$ cat src/ffa_pkg.sv
// ----------------------------------------------------------------------------
// ffa_pkg: shared types for the first-fit max tree allocator
// Request/result payloads, kind codes, controller states and control structs.
// ----------------------------------------------------------------------------
package ffa_pkg;

  localparam int unsigned KIND_W = 2;
  localparam int unsigned IDX_W  = 10;
  localparam int unsigned VAL_W  = 31;
  localparam int unsigned CNT_W  = 32;
  localparam int unsigned BCNT_W = 11;

  typedef enum logic [KIND_W-1:0] {
    KIND_LOAD  = 2'd0,
    KIND_PLACE = 2'd1,
    KIND_CLEAR = 2'd2,
    KIND_NONE  = 2'd3
  } kind_t;

  typedef struct packed {
    logic [KIND_W-1:0] kind;
    logic [IDX_W-1:0]  basket_index;
    logic [VAL_W-1:0]  capacity;
    logic [VAL_W-1:0]  fruit_size;
  } req_t;

  typedef struct packed {
    logic              placed;
    logic [IDX_W-1:0]  slot_found;
    logic [CNT_W-1:0]  unplaced_count;
  } res_t;

  typedef enum logic [3:0] {
    ST_IDLE,
    ST_CLEAR,
    ST_FIND_RD,
    ST_FIND_CHK,
    ST_UP_RD,
    ST_UP_WAIT,
    ST_UP_WR,
    ST_RESULT
  } state_t;

  // controller -> datapath
  typedef struct packed {
    logic latch;       // capture request
    logic clr_start;   // begin clear sweep at node 0
    logic clr_step;    // write zero, advance sweep
    logic find_init;   // start descent at root
    logic find_rd;     // read both children of current node
    logic find_step;   // pick child / finish
    logic up_init;     // start leaf write
    logic up_rd;       // read sibling pair of current node
    logic up_wr;       // write pending value into node, carry max up
    logic emit;        // drive result strobe
  } ctl_t;

  // datapath -> controller
  typedef struct packed {
    logic clr_last;
    logic find_done;
    logic found;
    logic at_root;
  } sts_t;

endpackage

$ cat src/ffa_ctrl.sv
// ----------------------------------------------------------------------------
// ffa_ctrl: sequencer for the allocator
// Steps clear sweeps, tree descents and leaf-to-root rewrites.
// ----------------------------------------------------------------------------
module ffa_ctrl import ffa_pkg::*; (
  input  logic  clk,
  input  logic  rst,
  input  logic  start,
  input  kind_t kind,
  input  logic  load_ok,
  input  sts_t  sts,
  output ctl_t  ctl,
  output logic  busy
);

  state_t state, state_next;
  logic   is_place, is_place_next;

  always_ff @(posedge clk) begin
    if (rst) begin
      state    <= ST_CLEAR;
      is_place <= 1'b0;
    end else begin
      state    <= state_next;
      is_place <= is_place_next;
    end
  end

  always_comb begin
    state_next    = state;
    is_place_next = is_place;
    ctl           = '0;
    busy          = (state != ST_IDLE);
    case (state)
      ST_IDLE: begin
        if (start) begin
          ctl.latch = 1'b1;
          case (kind)
            KIND_LOAD: begin
              if (load_ok) begin
                ctl.up_init   = 1'b1;
                is_place_next = 1'b0;
                state_next    = ST_UP_RD;
              end
            end
            KIND_PLACE: begin
              ctl.find_init = 1'b1;
              state_next    = ST_FIND_RD;
            end
            KIND_CLEAR: begin
              ctl.clr_start = 1'b1;
              state_next    = ST_CLEAR;
            end
            default: ;
          endcase
        end
      end
      ST_CLEAR: begin
        ctl.clr_step = 1'b1;
        if (sts.clr_last) state_next = ST_IDLE;
      end
      ST_FIND_RD: begin
        ctl.find_rd = 1'b1;
        state_next  = ST_FIND_CHK;
      end
      ST_FIND_CHK: begin
        ctl.find_step = 1'b1;
        if (sts.find_done) begin
          if (sts.found) begin
            ctl.up_init   = 1'b1;
            is_place_next = 1'b1;
            state_next    = ST_UP_RD;
          end else begin
            state_next = ST_RESULT;
          end
        end else begin
          state_next = ST_FIND_RD;
        end
      end
      ST_UP_RD: begin
        if (sts.at_root) begin
          state_next = is_place ? ST_RESULT : ST_IDLE;
        end else begin
          ctl.up_rd  = 1'b1;
          state_next = ST_UP_WAIT;
        end
      end
      ST_UP_WAIT: state_next = ST_UP_WR;
      ST_UP_WR: begin
        ctl.up_wr  = 1'b1;
        state_next = ST_UP_RD;
      end
      ST_RESULT: begin
        ctl.emit   = 1'b1;
        state_next = ST_IDLE;
      end
      default: state_next = ST_IDLE;
    endcase
  end

`ifndef NO_ASSERTIONS
  a_emit_idle: assert property (@(posedge clk) disable iff (rst)
    ctl.emit |=> state == ST_IDLE) else $error("result not followed by idle");
  a_latch_idle: assert property (@(posedge clk) disable iff (rst)
    ctl.latch |-> !busy) else $error("request taken while busy");
  a_wr_after_wait: assert property (@(posedge clk) disable iff (rst)
    ctl.up_wr |-> $past(state) == ST_UP_WAIT) else $error("write without read");
`endif

endmodule

$ cat config.mk
export PLATFORM = sky130hd
export DESIGN_NAME = ffa_ctrl
export DESIGN_NICKNAME = d
export VERILOG_FILES = /design/src/ffa_pkg.sv /design/src/ffa_ctrl.sv
export SDC_FILE = /design/constraint.sdc
export NUM_CORES = 1
export LEC_CHECK = 0
export BUFFER_PORTS_ARGS = -buffer_cell sky130_fd_sc_hd__clkbuf_2
export CORE_AREA = 2 2 39 41
export CTS_BUF_LIST = sky130_fd_sc_hd__clkbuf_8 sky130_fd_sc_hd__clkbuf_16
export DETAILED_ROUTE_END_ITERATION = 10
export DIE_AREA = 0 0 41 43
export GPL_TIMING_DRIVEN = 0
export PLACE_DENSITY = 0.62
export SLEW_MARGIN = 10
export SYNTH_ARGS = -nofsm -noshare
export SYNTH_HDL_FRONTEND = slang
export SYNTH_SLANG_ARGS = --single-unit
$ cat constraint.sdc
create_clock -name clk -period 1.85 [get_ports clk]
set_clock_uncertainty 0.2 [all_clocks]
set_input_delay 0.2775 -clock clk [delete_from_list [all_inputs] [get_ports clk]]
set_output_delay 0.2775 -clock clk [all_outputs]
set_load 0.05 [all_outputs]
# Word-level counts from Yosys, hierarchy flattened
# Cells that the tools add are included.
# W data, S select, Z words.
# word_totals
register_bits	5
inputBits	10
output_inout_bits	11
wordCells	59
# classes
n_eq_ne	17
n_mux	34
reduce_logical	6
# op_table
op	count
$pmux W4 S7	1
$mux W1	21
$eq A4 B3 Y1 const B	4
$mux W4	3
$pmux W4 S3	1
$ne A2 B2 Y1 const B	5
$mux W3	3
$eq A4 B2 Y1 const B	2
$mux W2	3
$reduce_and A6 Y1	1
$eq A4 B1 Y1 const B	1
$logic_not A4 Y1	1
$ne A4 B1 Y1 const B	1
$pmux W1 S2	2
$reduce_and A4 Y1	1
$reduce_bool A4 Y1	1
$ne A3 B3 Y1 const B	1
$eq A2 B1 Y1 const B	1
$eq A2 B2 Y1 const B	1
$logic_not A2 Y1	1
$ne A2 B1 Y1 const B	1
$reduce_bool A2 Y1	1

# Logic depth before layout (Yosys ltp)
# depth
word_depth	4
mapped_depth	6

# Least setup slack after synthesis
# OpenSTA, ideal clock, no wires.
# synth_timing
kind	register to output
start	register state[2]
end	output port ctl[2] (netlist bit)
arrival_ns	2.180
required_time_ns	1.372
setup_slack_ns	-0.808
stages_incl_launch_ff	3
cell_sequence	dfxtp_1 > buf_6 > nor4b_1
# synth_lines
element	line	source
start, declared	ffa_ctrl.sv:16	state_t state, state_next;
start signal, assigned	ffa_ctrl.sv:24	state <= state_next;
end, declared	ffa_ctrl.sv:12	output ctl_t ctl,

==> reports/qor.yml <==
status: "complete, no violations"
syn_inst: 56
start_util_pct: 32.2
ant_nets: 0
crit_type: "reg -> out"
ys_seq_area_share_pct: 18.0
synth_top_cell_by_area: "dfxtp_1"
placed_cells: 92
design.die.area_sq_um: 1760
rsz0062_at_grt: "yes"
max_freq_mhz: 557
first_iter_violations: 7
syn2layout_area_growth_pct: 59.6
tns_ns: 0
drive_gt1_share_pct: 55.4
diodes: 0
use_met1_pct: 20.8
cts.clk_slew.worst_paths_ns: 0.03
crit_slowest_cell: "dfxtp_2"
syn_nets: 69
grt.met2_usage_pct: 24.7
vias: 486
numCtsBuffers: 3
relSlewSlack_pct: 81.6
gp_congestion: 0.748
synth_top_cell_area_share_pct: 18.0
hold_ws_ns: 0.0686
setup_slack_ns: 0.0554
drc: 0
slowest_delay_ns: 0.32
track_usage_pct: 16.1
die_h_microns: 43
wl_per_cell_microns: 11.6
nFillCells: 142
die_x_microns: 41
cp_top_family: "buffers and inverters"
slew_viol_final: 0
cp.arrival_ns: 1.32
vias_per_cell: 4.91
grt_use_met3_pct: 5.76
io_pins: 21
power.leakage_nw: 0.339
portBuffers: 20
htreeDepth: 1
synth-edff-count: 0
ys.flop_type: "dfxtp_1"
syn-cell-area_sq_um: 445
cts_num_sinks: 4
first_pass_iters: 3
worstPathMaxFanout: 5
yosysUniqueCellTypes: 30
ir_worst_vdd_mv: 0.372
finalHoldViolCount: 0
tritoncts: "yes"
nNetsFinal: 98
grt-busiest-layer: "met2"
fin_cells: 99
fp.coreArea_sq_um: 1380
setup_viol: 0
path_buf_inv: 3
finalWirelength_microns: 1150
ys_ff_latch: 4
max_cap_viol_count: 0
min_path_type: "in -> reg"
synth_area_leaders: "dfxtp_1 (18%), ha_1 (8.4%), buf_6 (5.1%)"
crit_path_start_kind: "flip-flop"
cts-root-buf: "clkbuf_8"
yosys_warnings: 0
ys_async_sr_fraction_pct: 0
grt_pass1_vias: 452
end_kind: "output port"
yosysMostFrequentCell: "nor2_1"
hold_path_depth: 2
syn_area_per_cell_sq_um: 7.95
grt_max_degree: 11
grt-ovfl-total: 0
design_area_sq_um: 711
power.total_mw: 0.494
cp.depth: 5
fin_crit_sh_pct: 97.0
reg2reg_depth: 5
ctsHoldBuffers: 0
cp.required_ns: 1.37
utilization_pct: 51.4
powerDensity_nw_per_um2: 695
crit_chain: "buf_6 > nor3_4 > buf_4 > and3_1 > clkbuf_8"
tightest_slew_ns: 0.277
grt_pass1_wl_microns: 1980
dp_slack_ns: 0.0900
dpl_cell_area_sq_um: 598
num_rows: 14
antenna_found_initial: 0
worstSkewPairLatency_ns: 0.21
synth_common_cells: "nor2_1 (6), inv_1 (5), a21oi_1 (4), dfxtp_1 (4)"
cts_buffer_depth: 2
period_minus_slack_ns: 1.79
==> flip-flops by register name, summed over array words and instances, names as in the netlist <==
register and cells:
state 3, is_place 1
==> where the power goes <==
group / total [mW] / switching, mW / internal (mW)
Clock: 0.176 / 0.0379 / 0.138
Sequential: 0.107 / 0.0124 / 0.0950
Combinational: 0.211 / 0.125 / 0.0858
==> placed cells by master, fill, tap and decap left out, types with 2 or more instances in the layout <==
| master | n |
|---|---|
| dfxtp_2 | 3 |
| clkbuf_2 | 14 |
| nand2b_1 | 2 |
| o22a_1 | 2 |
| buf_2 | 2 |
| ha_1 | 3 |
| and3_1 | 3 |
| nor2_1 | 6 |
| inv_1 | 5 |
| nor4b_2 | 2 |
| buf_4 | 6 |
| clkbuf_8 | 5 |
| buf_6 | 2 |
| nor3b_2 | 2 |
| a21oi_1 | 4 |
| nand2_1 | 3 |
==> kinds of logic after synthesis <==
family | after synthesis | share of synthesized area, %
muxes | 1 | 2.25
adders and majority gates | 3 | 8.43
DFF | 4 | 18.0
and+or+nand+nor | 26 | 37.4
buffers and inverters | 10 | 12.9
AOI/OAI and AO/OA | 12 | 21.1
==> per-layer routing <==
layer	wire [microns]	vias up
met3	70	0
met2	575	18
met1	506	218
met4	0	0
met5	0	-
li1	-	250
==> area by class of cell <==
class                           instances  area [sq um]  area share [%]
Inverter                                6          25.0            3.52
Timing Repair Buffer                   24           163            22.9
Multi-Input combinational cell         42           343            48.2
Tap cell                               16          20.0            2.82
Clock buffer                            3          41.3            5.81
Buffer                                  4          35.0            4.93
Sequential cell                         4          83.8            11.8
==> worst paths after layout <==
| kind | startpoint | to | slack, ns |
|---|---|---|---|
| max | state[1]$_SDFFE_PP0P_ | ctl[6] | 0.06 |
| min | rst | is_place$_SDFFE_PP0P_ | 0.07 |
| min reg2reg | is_place$_SDFFE_PP0P_ | is_place$_SDFFE_PP0P_ | 0.38 |
| max reg2reg | state[1]$_SDFFE_PP0P_ | state[0]$_SDFFE_PP1P_ | 0.42 |
==> repair_timing <==
item / CTS / global route
gates resized for setup: 10 / 4
setup buffers: 4 / 0
pin swaps: 2 / 1
hold endpoints to repair: 0 / 0
setup endpoints to repair: 3 / 7
No activity file was read; power rests on OpenSTA's default activity.
